`src/hw/rtl/skht_pkg.sv`:
```
// Package: shared types and codes of the chained hash table
`timescale 1ns / 1ps
package skht_pkg;
  typedef enum logic [1:0] {
    CMD_INSERT = 2'd0,
    CMD_FIND   = 2'd1,
    CMD_REMOVE = 2'd2,
    CMD_NONE   = 2'd3
  } cmd_e;

  typedef enum logic [1:0] {
    ST_OK       = 2'd0,
    ST_NOTFOUND = 2'd1,
    ST_FULL     = 2'd2
  } status_e;

  localparam logic [31:0] HashMul = 32'd31;

  typedef enum logic [3:0] {
    S_COLLECT, S_MOD, S_HEAD, S_ALLOC, S_WRITE, S_FETCH, S_CMPWAIT, S_CMP,
    S_UNLINK, S_RESULT
  } state_e;

  typedef struct packed {
    logic key_take;
    logic mod_start;
    logic head_read;
    logic alloc;
    logic ins_write;
    logic fetch;
    logic cmp_start;
    logic cmp_step;
    logic advance;
    logic unlink;
    logic res_load;
  } cmd_t;

  typedef struct packed {
    logic mod_done;
    logic copy_done;
    logic pool_full;
    logic chain_end;
    logic cmp_done;
    logic cmp_match;
  } sts_t;
endpackage

```
`src/hw/rtl/skht_ctrl.sv`:
```
// Controller: sequences key collection, hashing, chain walk and updates
`timescale 1ns / 1ps
module skht_ctrl (
  input  logic             clk_i,
  input  logic             rst_ni,
  input  logic             in_valid_i,
  input  logic             in_last_i,
  input  logic [1:0]       in_cmd_i,
  input  logic             out_busy_i,
  output logic             in_ready_o,
  output skht_pkg::cmd_t   cmd_o,
  input  skht_pkg::sts_t   sts_i
);
  import skht_pkg::*;

  state_e state_q, state_d;
  logic [1:0] op_q, op_d;

  always_ff @(posedge clk_i or negedge rst_ni) begin
    if (!rst_ni) begin
      state_q <= S_COLLECT;
      op_q    <= 2'd0;
    end else begin
      state_q <= state_d;
      op_q    <= op_d;
    end
  end

  always_comb begin
    state_d    = state_q;
    op_d       = op_q;
    cmd_o      = '0;
    in_ready_o = 1'b0;
    unique case (state_q)
      S_COLLECT: begin
        in_ready_o = 1'b1;
        if (in_valid_i) begin
          cmd_o.key_take = 1'b1;
          if (in_last_i) begin
            op_d    = in_cmd_i;
            state_d = S_MOD;
          end
        end
      end
      S_MOD: begin
        cmd_o.mod_start = 1'b1;
        if (sts_i.mod_done) state_d = S_HEAD;
      end
      S_HEAD: begin
        cmd_o.head_read = 1'b1;
        if (op_q == CMD_INSERT) state_d = S_ALLOC;
        else if (op_q == CMD_FIND || op_q == CMD_REMOVE) state_d = S_FETCH;
        else state_d = S_RESULT;
      end
      S_ALLOC: begin
        if (sts_i.pool_full) state_d = S_RESULT;
        else begin
          cmd_o.alloc = 1'b1;
          state_d = S_WRITE;
        end
      end
      S_WRITE: begin
        if (sts_i.copy_done) begin
          cmd_o.ins_write = 1'b1;
          state_d = S_RESULT;
        end
      end
      S_FETCH: begin
        if (sts_i.chain_end) state_d = S_RESULT;
        else begin
          cmd_o.fetch = 1'b1;
          state_d = S_CMPWAIT;
        end
      end
      S_CMPWAIT: begin
        cmd_o.cmp_start = 1'b1;
        state_d = S_CMP;
      end
      S_CMP: begin
        cmd_o.cmp_step = 1'b1;
        if (sts_i.cmp_done) begin
          if (sts_i.cmp_match) state_d = (op_q == CMD_REMOVE) ? S_UNLINK : S_RESULT;
          else begin
            cmd_o.advance = 1'b1;
            state_d = S_FETCH;
          end
        end
      end
      S_UNLINK: begin
        cmd_o.unlink = 1'b1;
        state_d = S_RESULT;
      end
      S_RESULT: begin
        if (!out_busy_i) begin
          cmd_o.res_load = 1'b1;
          state_d = S_COLLECT;
        end
      end
      default: state_d = S_COLLECT;
    endcase
  end
endmodule

```
`config.mk`:
```
export PLATFORM = sky130hd
export DESIGN_NAME = skht_ctrl
export DESIGN_NICKNAME = d
export VERILOG_FILES = /design/src/hw/rtl/skht_pkg.sv /design/src/hw/rtl/skht_ctrl.sv
export SDC_FILE = /design/constraint.sdc
export NUM_CORES = 1
export LEC_CHECK = 0
export CAP_MARGIN = 30
export CORE_AREA = 5 5 42 44
export DETAILED_ROUTE_END_ITERATION = 10
export DIE_AREA = 0 0 47 49
export DONT_BUFFER_PORTS = 1
export PLACE_DENSITY_LB_ADDON = 0.1
export SKIP_LAST_GASP = 1
export SLEW_MARGIN = 40
export SYNTH_ARGS = -nofsm -noshare
export SYNTH_HDL_FRONTEND = slang
export SYNTH_SLANG_ARGS = --single-unit
```
`constraint.sdc`:
```
create_clock -name clk_i -period 4.4 [get_ports clk_i]
set_input_delay 0 -clock clk_i [delete_from_list [all_inputs] [get_ports clk_i]]
set_output_delay 0 -clock clk_i [all_outputs]
set_load 0.02 [all_outputs]
```
==> metrics.txt, run 1 <==
number of filler instances in the final layout about 140; worst path buffer plus inverter count 0; maximum level of the CTS H-tree 1; number of clock buffers inserted by TritonCTS 3; number of placed I/O pins 25; most common cell after layout, fill and taps aside sky130_fd_sc_hd__nor3_1; DRC 0; clock tree from TritonCTS yes; ratio of total power to cell area 625 nW/um^2; post-layout utilization of the core between 50 and 60%; minimum setup slack among reg-to-reg paths about 2.4 ns; fraction of registers with async set or reset after synthesis between 90% and 100%; most common flop cell mapped by yosys sky130_fd_sc_hd__dfrtp_1; critical path peak fanout 19; via density per instance about 6.0; Worst EP required about 4.6 ns; 1st-iter DRT viols 8; startpoint of the worst register-to-register path state_q[2]; initial standard-cell utilization of the core between 40% and 50%; buffer depth of the longest clock path 2; yosys synthesis warning count 0; root buffer selected by CTS sky130_fd_sc_hd__clkbuf_4; First-pass DRT Iterations 4; cells along the critical path nand2b_1 -> nor3_1 -> nor3_1 -> o21ai_1; pin count of the biggest net entering global routing 20; share of synthesized area occupied by flip-flops and latches 22.9%; number of buffers inserted by port buffering 0; category of the critical setup timing path reg2reg; final sum of negative setup slack 0 ns; number of nets in the finished design 96; antenna-violating nets left 0; number of max-slew violations in the final report 0; Die ar. between 2000 and 2500 um^2; largest family of logic cells by synthesized area simple AND/OR/NAND/NOR gates; Post-Syn Area 657 um^2; Post-synth EDFFs 0; worst-margin pin slew 0.751 ns; worst r2r path cells 4; source of the worst hold timing path in_last_i; Synth Register Bits 6; CP max stage cell sky130_fd_sc_hd__dfrtp_1; count of max-cap constraint violations 0; synthesized-area fraction occupied by ao, oa, aoi and oai cells 24.4%; final hold violation count 0; multiplexer share of the synthesized area under 10%; Synthesized Nets just over 90; register cell area after layout 150 um^2; total area of multi-input combinational cells 458 um^2; sum of routed wire length over all layers 1490 um; synth unique cells between 40 and 50; endpoint of the lowest-slack register-to-register path state_q[2]; Top delay family on crit path simple AND/OR/NAND/NOR gates; cell depth of the worst setup path 4; Core Footprint around 1400 um^2; Crit. End Element flip-flop; xor-xnor portion of the synthesized cell area under 10%; final antenna diode count 0; maximum ir drop on the vdd rail between 200 and 300 uV; antenna violations before repair 0; HPWL after detailed placement approximately 1100 um; Pleak about 0.29 nW; number of standard cells after synthesis 76; ratio of cells with drive above 1 in the final layout between 20% and 30%; setup repair after global routing missed its margin no; worst clock skew on the final layout approximately 0.0030 ns; hold-critical path endpoint op_q[0]; worst rel slew slack between 40% and 50%; # clock sinks 6; most common cell type on the critical path sky130_fd_sc_hd__nor3_1; Final setup viols 0; area added between synthesis and finish 8.38%; time the worst path needs with I/O delays and setup between 2 and 2.5 ns; Global Route Usage Sum approximately 16%; run status completed; number of cells traversed by the worst hold path 2; overall overflow remaining after global route 0; Chip Width 47 um; later-pin clock latency in the skew report around 0.25 ns; Die H just under 50 um; wire length of the first global-routing pass approximately 2500 um; data arrival time at the worst-slack endpoint between 2 and 2.5 ns; area share of and/or/nand/nor cells after synthesis 35.0%; final RePlAce weighted congestion around 0.71; delay contributed by the slowest stage of the critical path ~0.76 ns; Routed wire per std cell about 16 um; Crit. Startpoint state_q[2]; Adder-Cell Fraction of Synth Area 5.71%; type of the tightest min-delay check in2reg; minimum hold slack between 0.03 and 0.04 ns; via count ~560; CTS clk-pin slew, worst paths 0.05 ns; Placement Rows 14; commonest non-fill, non-tap cells in the layout sky130_fd_sc_hd__nor3_1 (9), sky130_fd_sc_hd__nor2_1 (8), sky130_fd_sc_hd__dfrtp_1 (6); launching element type of the critical path flip-flop; mean instance size in the synthesized netlist between 8 and 9 um^2; number of global-route vias before repair 539; Total Power ~0.45 mW; share of the clock period used by the worst path 46.5%; Max Clock Freq 489 MHz
[Yosys cell counts, types with 2 or more instances]
cell type                  n  share of area (%)
sky130_fd_sc_hd__nand2_1   5                2.9
sky130_fd_sc_hd__buf_2     2                1.5
sky130_fd_sc_hd__nor3_1    9                6.9
sky130_fd_sc_hd__ha_1      3                5.7
sky130_fd_sc_hd__inv_1     3                1.7
sky130_fd_sc_hd__o21ai_0   2                1.5
sky130_fd_sc_hd__nand2b_1  2                1.9
sky130_fd_sc_hd__nor2_1    8                4.6
sky130_fd_sc_hd__dfrtp_1   6                 23
sky130_fd_sc_hd__nor4_1    2                1.9
sky130_fd_sc_hd__buf_6     2                3.4
sky130_fd_sc_hd__a21oi_1   2                1.5
[worst register-to-register path, delay by kind of cell, from the launching register on]
family | cells | cell delay, ns
flops | 1 | 0.76
simple gates | 3 | 1.07
compound gates | 1 | 0.14
[worst max-delay path by stage]
stage / endpoint / slack, ns
finish: state_q[2] / 2.35
detailed placement: state_q[2] / 2.37
global placement: state_q[2] / 2.45
global route: state_q[2] / 2.17
CTS: state_q[2] / 2.36
floorplan: state_q[0] / 2.75
[cells by family (layout without fill, tap and decap cells)]
family / count (synthesis) / count (layout)
buf+inv: 9 / 11
xor+xnor: 1 / 1
fa+ha+maj: 3 / 3
mux: 1 / 1
compound gates: 17 / 17
flops: 6 / 6
simple gates: 39 / 39
[registers in the layout (all words and copies together), names as in the netlist]
| signal | cells |
|---|---|
| state_q | 4 |
| op_q | 2 |
[per-stage QoR]
step / instances / cell area (um^2) / setup WS [ns]
CTS: 94 / 712 / 2.36
global placement: 86 / 633 / 2.45
floorplan: 76 / 657 / 2.75
detailed placement: 86 / 639 / 2.37
global route: 94 / 712 / 2.17
finish: 94 / 712 / 2.35
[layout make-up]
| type | instances | area share [%] |
|---|---|---|
| Tap cell | 16 | 2.81 |
| Clock buffer | 3 | 3.16 |
| Sequential cell | 6 | 21.1 |
| Multi-Input combinational cell | 61 | 64.3 |
| Inverter | 3 | 1.58 |
| Timing Repair Buffer | 5 | 7.03 |
[metal layers]
layer	share of wire [%]	track usage [%]	routed length, um	vias to the layer above
li1	-	-	-	283
met4	2.5	11.1	37	0
met1	46	21.1	685	256
met3	7.5	3.69	112	4
met2	44	20.6	659	20
met5	0	0	0	-
[where the power goes]
part / switching [mW] / internal, mW
combinational: 0.135 / 0.117
clock: 0.0237 / 0.0311
sequential: 0.0621 / 0.0765
total: 0.220 / 0.225
[what timing repair did]
item                      in CTS  in global routing
setup buffers                  0                  0
hold buffers                   5                  0
hold endpoints to repair      10                  0
gates resized for setup        0                  0
(Power assumes the default switching activity.)
==> inputs of run 2 (changes only) <==
==> constraint.sdc (replaced) <==
create_clock -name clk_i -period 1.8 [get_ports clk_i]
set_input_delay 0 -clock clk_i [delete_from_list [all_inputs] [get_ports clk_i]]
set_output_delay 0 -clock clk_i [all_outputs]
set_load 0.02 [all_outputs]
==> metrics.txt, run 2 (synthesis gave the netlist of run 1 again) <==
antenna violations before repair 0 (unchanged); later-pin clock latency in the skew report 0.25 ns (about the same); Total Power 1.19 mW (+170%); Pleak 0.345 nW (+20%); Crit. End Element primary output; buffer depth of the longest clock path 2 (unchanged); area added between synthesis and finish 20.2%; overall overflow remaining after global route 0 (unchanged); Core Footprint 1400 um^2 (unchanged); initial standard-cell utilization of the core 46.9% (unchanged); number of clock buffers inserted by TritonCTS 3 (unchanged); ratio of total power to cell area 1510 nW/um^2 (+140%); commonest non-fill, non-tap cells in the layout sky130_fd_sc_hd__buf_4 (11), sky130_fd_sc_hd__nor3_1 (9), sky130_fd_sc_hd__nor2_1 (8); final RePlAce weighted congestion 0.815 (+14%); number of cells traversed by the worst hold path 2 (unchanged); number of buffers inserted by port buffering 0 (unchanged); most common cell after layout, fill and taps aside sky130_fd_sc_hd__buf_4; Max Clock Freq a little over 600 MHz; worst r2r path cells 3 (-1); worst-margin pin slew 0.395 ns (-0.356 ns); number of max-slew violations in the final report 0 (unchanged); total setup buffers inserted after CTS 0 (unchanged); type of the tightest min-delay check in2reg; largest registers state_q (4), op_q (2); Worst EP required 1.80 ns (-2.78 ns); clock tree from TritonCTS yes; number of global-route vias before repair 571 (+5.9%); antenna-violating nets left 0 (unchanged); data arrival time at the worst-slack endpoint 1.62 ns (-0.61 ns); Final setup viols 0 (unchanged); share of the clock period used by the worst path 89.7%; Largest register FFs 4 (unchanged); critical path peak fanout 10 (-9); final hold violation count 0 (unchanged); wire length of the first global-routing pass 2520 um (-1.1%); Placement Rows 14 (unchanged); worst rel slew slack 73.7% (+24 points); post-route non-filler standard cell count 105 (+12%); final sum of negative setup slack 0 ns (unchanged); Reg with most FFs state_q; number of placed I/O pins 25 (unchanged); Global Route Usage Sum 14.9% (-0.70 points); root buffer selected by CTS sky130_fd_sc_hd__clkbuf_4; final antenna diode count 0 (unchanged); HPWL after detailed placement 1230 um (+12%); First-pass DRT Iterations 4 (unchanged); count of max-cap constraint violations 0 (unchanged); via count 593 (+5.3%); Die H 49 um (unchanged); number of filler instances in the final layout 150 (+4.9%); launching element type of the critical path flip-flop; maximum level of the CTS H-tree 1 (unchanged); category of the critical setup timing path reg2out; via density per instance 5.65 (-5.7%); Chip Width 47 um (unchanged); run status completed; time the worst path needs with I/O delays and setup ~1.6 ns; maximum ir drop on the vdd rail 737 uV (+180%); ratio of cells with drive above 1 in the final layout 31.5% (+9.7 points); number of nets in the finished design 107 (+11%); total instance count after detailed placement 97 (+13%); CTS clk-pin slew, worst paths 0.05 ns (about the same); sum of routed wire length over all layers 1560 um (+4.3%); Routed wire per std cell 14.8 um (-6.6%); 1st-iter DRT viols 3 (-5); worst clock skew on the final layout 0.00618 ns (+0.00317 ns); Die ar. 2300 um^2 (unchanged); setup repair after global routing missed its margin no; DRC 0 (unchanged); # clock sinks 6 (unchanged); pin count of the biggest net entering global routing 13 (-35%)
run 2: power by group:
| part | internal (mW) | switching (mW) |
|---|---|---|
| Clock | 0.0756 | 0.0509 |
| Combinational | 0.364 | 0.386 |
| Sequential | 0.191 | 0.123 |
run 2: final timing paths:
path                            start         end  slack, ns
max in group asynchronous      rst_ni  state_q[0]       1.50
max                        state_q[2]    cmd_o[0]       0.18
min                         in_last_i     op_q[1]       0.05
min in group asynchronous      rst_ni  state_q[1]       0.06
min reg2reg                   op_q[1]     op_q[1]       0.60
max reg2reg                state_q[1]  state_q[0]       0.22
run 2: layer usage:
| layer | track usage [%] | vias to the layer above | wire [um] | share of wire [%] |
|---|---|---|---|---|
| met4 | 4.15 | 0 | 31 | 2.0 |
| met3 | 6.64 | 4 | 112 | 7.2 |
| met5 | 0 | - | 0 | 0 |
| met2 | 21.3 | 21 | 671 | 43 |
| li1 | - | 303 | - | - |
| met1 | 19.8 | 265 | 741 | 48 |
run 2: what timing repair did:
item | in CTS | in global routing
resized for setup | 0 | 1
hold buffers | 5 | 0
hold endpoints to repair | 10 | 0
endpoints found under the setup margin | 0 | 1
run 2: critical path, cell delays in order (launching register included):
cell                       delay, ns
sky130_fd_sc_hd__dfrtp_1        0.50
sky130_fd_sc_hd__buf_4          0.22
sky130_fd_sc_hd__buf_4          0.16
sky130_fd_sc_hd__nand2b_1       0.17
sky130_fd_sc_hd__nor3_1         0.15
sky130_fd_sc_hd__buf_4          0.17
run 2: area by class of cell:
class,instances,area [um^2],share of cell area [%]
timing repair buffer,16,133,16.8
tap,16,20.0,2.54
multi-input combinational,61,452,57.2
clock buffer,3,22.5,2.85
sequential,6,151,19.2
inverter,3,11.3,1.43
run 2: stage by stage:
stage                     hold slack (ns)  utilization, %  instance area, um^2  worst slack, ns
after floorplan                    -0.296               -                  657            0.148
after global placement             -0.295            51.1                  716            0.182
after detailed placement           -0.295            51.1                  716            0.183
after CTS                          0.0446            56.3                  788           0.0351
after global routing               0.0611            56.3                  790           0.0542
final                              0.0494            56.3                  790            0.185
==> inputs of run 3 (changes only) <==
--- a/config.mk
+++ b/config.mk
@@ -6,9 +6,11 @@
 export NUM_CORES = 1
 export LEC_CHECK = 0
 export CAP_MARGIN = 30
-export CORE_AREA = 5 5 42 44
+export CELL_PAD_IN_SITES_DETAIL_PLACEMENT = 1
+export CELL_PAD_IN_SITES_GLOBAL_PLACEMENT = 2
+export CORE_AREA = 5 5 53 55
 export DETAILED_ROUTE_END_ITERATION = 10
-export DIE_AREA = 0 0 47 49
+export DIE_AREA = 0 0 58 60
 export DONT_BUFFER_PORTS = 1
 export PLACE_DENSITY_LB_ADDON = 0.1
 export SKIP_LAST_GASP = 1
==> metrics.txt, run 3 (synthesis gave the netlist of run 1 again) <==
run status completed; Pleak 0.350 nW (+1.5%); routing usage on met1 14.1% (-5.7 points); worst setup path endpoint cmd_o[5]; maximum ir drop on the vdd rail 522 uV (-29%); Placement Rows 18 (+4); number of filler instances in the final layout 301 (+100%); count of max-cap constraint violations 0 (unchanged); Max Clock Freq 612 MHz (-1.2%); Die H 60 um (+22%); time the worst path needs with I/O delays and setup 1.63 ns (+0.0196 ns); Worst EP required 1.80 ns (about the same); total instance count after detailed placement 112 (+15%); antenna violations before repair 0 (unchanged); Crit. End Element primary output; maximum level of the CTS H-tree 1 (unchanged); final critical-path setup slack 0.165 ns (-0.0196 ns); number of buffers inserted by port buffering 0 (unchanged); pin count of the biggest net entering global routing 13 (unchanged); Top delay family on crit path simple AND/OR/NAND/NOR gates; number of global-route vias before repair 660 (+16%); sum of routed wire length over all layers 1830 um (+17%); final RePlAce weighted congestion 0.705 (-13%); ratio of cells with drive above 1 in the final layout 32.2% (+0.76 points); minimum setup slack among reg-to-reg paths 0.24 ns (+0.02 ns); delay contributed by the slowest stage of the critical path 0.44 ns (-0.06 ns); worst clock skew on the final layout 0.00136 ns (-0.00483 ns); initial standard-cell utilization of the core 28.0% (-19 points); routing layer with the top usage in global route met2; final hold violation count 0 (unchanged); number of nets in the finished design 108 (+0.93%); CTS clk-pin slew, worst paths 0.05 ns (about the same); via density per instance 5.04 (-11%); data arrival time at the worst-slack endpoint 1.63 ns (about the same); share of the clock period used by the worst path 90.8% (+1.1 points); root buffer selected by CTS sky130_fd_sc_hd__clkbuf_4; buffer depth of the longest clock path 2 (unchanged); Crit. Startpoint state_q[3]; critical path peak fanout 12 (+2); commonest non-fill, non-tap cells in the layout sky130_fd_sc_hd__buf_4 (12), sky130_fd_sc_hd__nor3_1 (9), sky130_fd_sc_hd__nor2_1 (8); Total Power 1.20 mW (+0.46%); overall overflow remaining after global route 0 (unchanged); Global Route Usage Sum 11.4% (-3.5 points); worst-margin pin slew 0.396 ns (+0.000716 ns); via count 605 (+2.0%); Largest register FFs 4 (unchanged); Chip Width 58 um (+23%); endpoint of the lowest-slack register-to-register path state_q[0]; largest registers state_q (4), op_q (2); worst slack, placed 0.197 ns (+0.0140 ns); Core Footprint 2340 um^2 (+67%); CP max stage cell sky130_fd_sc_hd__dfrtp_1; number of max-slew violations in the final report 0 (unchanged); Reg with most FFs state_q; worst path buffer plus inverter count 2 (-1); most common cell after layout, fill and taps aside sky130_fd_sc_hd__buf_4; launching element type of the critical path flip-flop; type of the tightest min-delay check in2reg; met2 usage in global routing 19.8% (-1.4 points); category of the critical setup timing path reg2out; wire length of the first global-routing pass 3030 um (+20%); Die ar. 3480 um^2 (+51%); worst r2r path cells 4 (+1); clock tree from TritonCTS yes; Final setup viols 0 (unchanged); DRC 0 (unchanged); area added between synthesis and finish 24.0%; final antenna diode count 0 (unchanged); number of clock buffers inserted by TritonCTS 3 (unchanged); number of placed I/O pins 25 (unchanged); worst rel slew slack 73.6% (about the same); total setup buffers inserted after CTS 0 (unchanged); startpoint of the worst register-to-register path state_q[1]; First-pass DRT Iterations 4 (unchanged); number of cells traversed by the worst hold path 3 (+1); setup repair after global routing missed its margin no; HPWL after detailed placement 1490 um (+21%); later-pin clock latency in the skew report 0.24 ns (about the same); cell depth of the worst setup path 4 (-1); Routed wire per std cell 15.2 um (+2.6%); most common cell type on the critical path sky130_fd_sc_hd__buf_4; cells along the critical path buf_4 -> nand2b_1 -> nor3_1 -> buf_4; # clock sinks 6 (unchanged); met3 capacity usage during global routing 2.38% (-4.3 points); post-route non-filler standard cell count 120 (+14%); 1st-iter DRT viols 6 (+3); final sum of negative setup slack 0 ns (unchanged); ratio of total power to cell area 1470 nW/um^2 (-2.6%); antenna-violating nets left 0 (unchanged)
## run 3: cell count changes in the layout (fill, tap and decap cells not counted)
| cell | before | now |
|---|---|---|
| sky130_fd_sc_hd__buf_4 | 11 | 12 |
## run 3: power breakdown
group / total, mW / switching (mW) / internal, mW
registers: 0.296 / 0.105 / 0.191
logic: 0.775 / 0.405 / 0.370
clock network: 0.125 / 0.0493 / 0.0755
## run 3: routing by layer
layer  vias up  routed length [um]
met5         -                   0
met4         0                   9
met3         2                  65
met2        11                 932
met1       288                 818
li1        304                   -
## run 3: worst min path at each step
stage                     startpoint  slack, ns          to
final                       sts_i[2]       0.06  state_q[1]
after CTS                   sts_i[2]       0.06  state_q[1]
after global routing          rst_ni       0.08     op_q[0]
after detailed placement      rst_ni      -0.30     op_q[0]
after global placement        rst_ni      -0.30     op_q[0]
after floorplan               rst_ni      -0.30     op_q[0]
## run 3: final cells by class
class / count / area [um^2] / area share (%)
multi-input combinational: 61 / 452 / 55.5
timing repair buffer: 17 / 140 / 17.2
inverter: 3 / 11.3 / 1.38
tap: 30 / 37.5 / 4.61
sequential: 6 / 151 / 18.6
clock buffer: 3 / 22.5 / 2.76
## run 3: stage by stage
stage / hold slack [ns] / util (%) / instance area [um^2]
final: 0.0616 / 34.8 / 815
after floorplan: -0.296 / - / 657
after global placement: -0.295 / 31.6 / 741
after CTS: 0.0648 / 34.7 / 813
after global routing: 0.0824 / 34.8 / 815
after detailed placement: -0.295 / 31.6 / 741
## run 3: what timing repair did
action                                 in CTS  in global routing
setup endpoints to repair                   0                  1
gates resized for setup                     0                  1
endpoints found under the hold margin      10                  0
hold buffers                                5                  0
## run 3: worst min-delay path: stages
cell and delay [ns]:
sky130_fd_sc_hd__a21oi_1 0.04, sky130_fd_sc_hd__o21bai_1 0.14, sky130_fd_sc_hd__o32ai_1 0.07
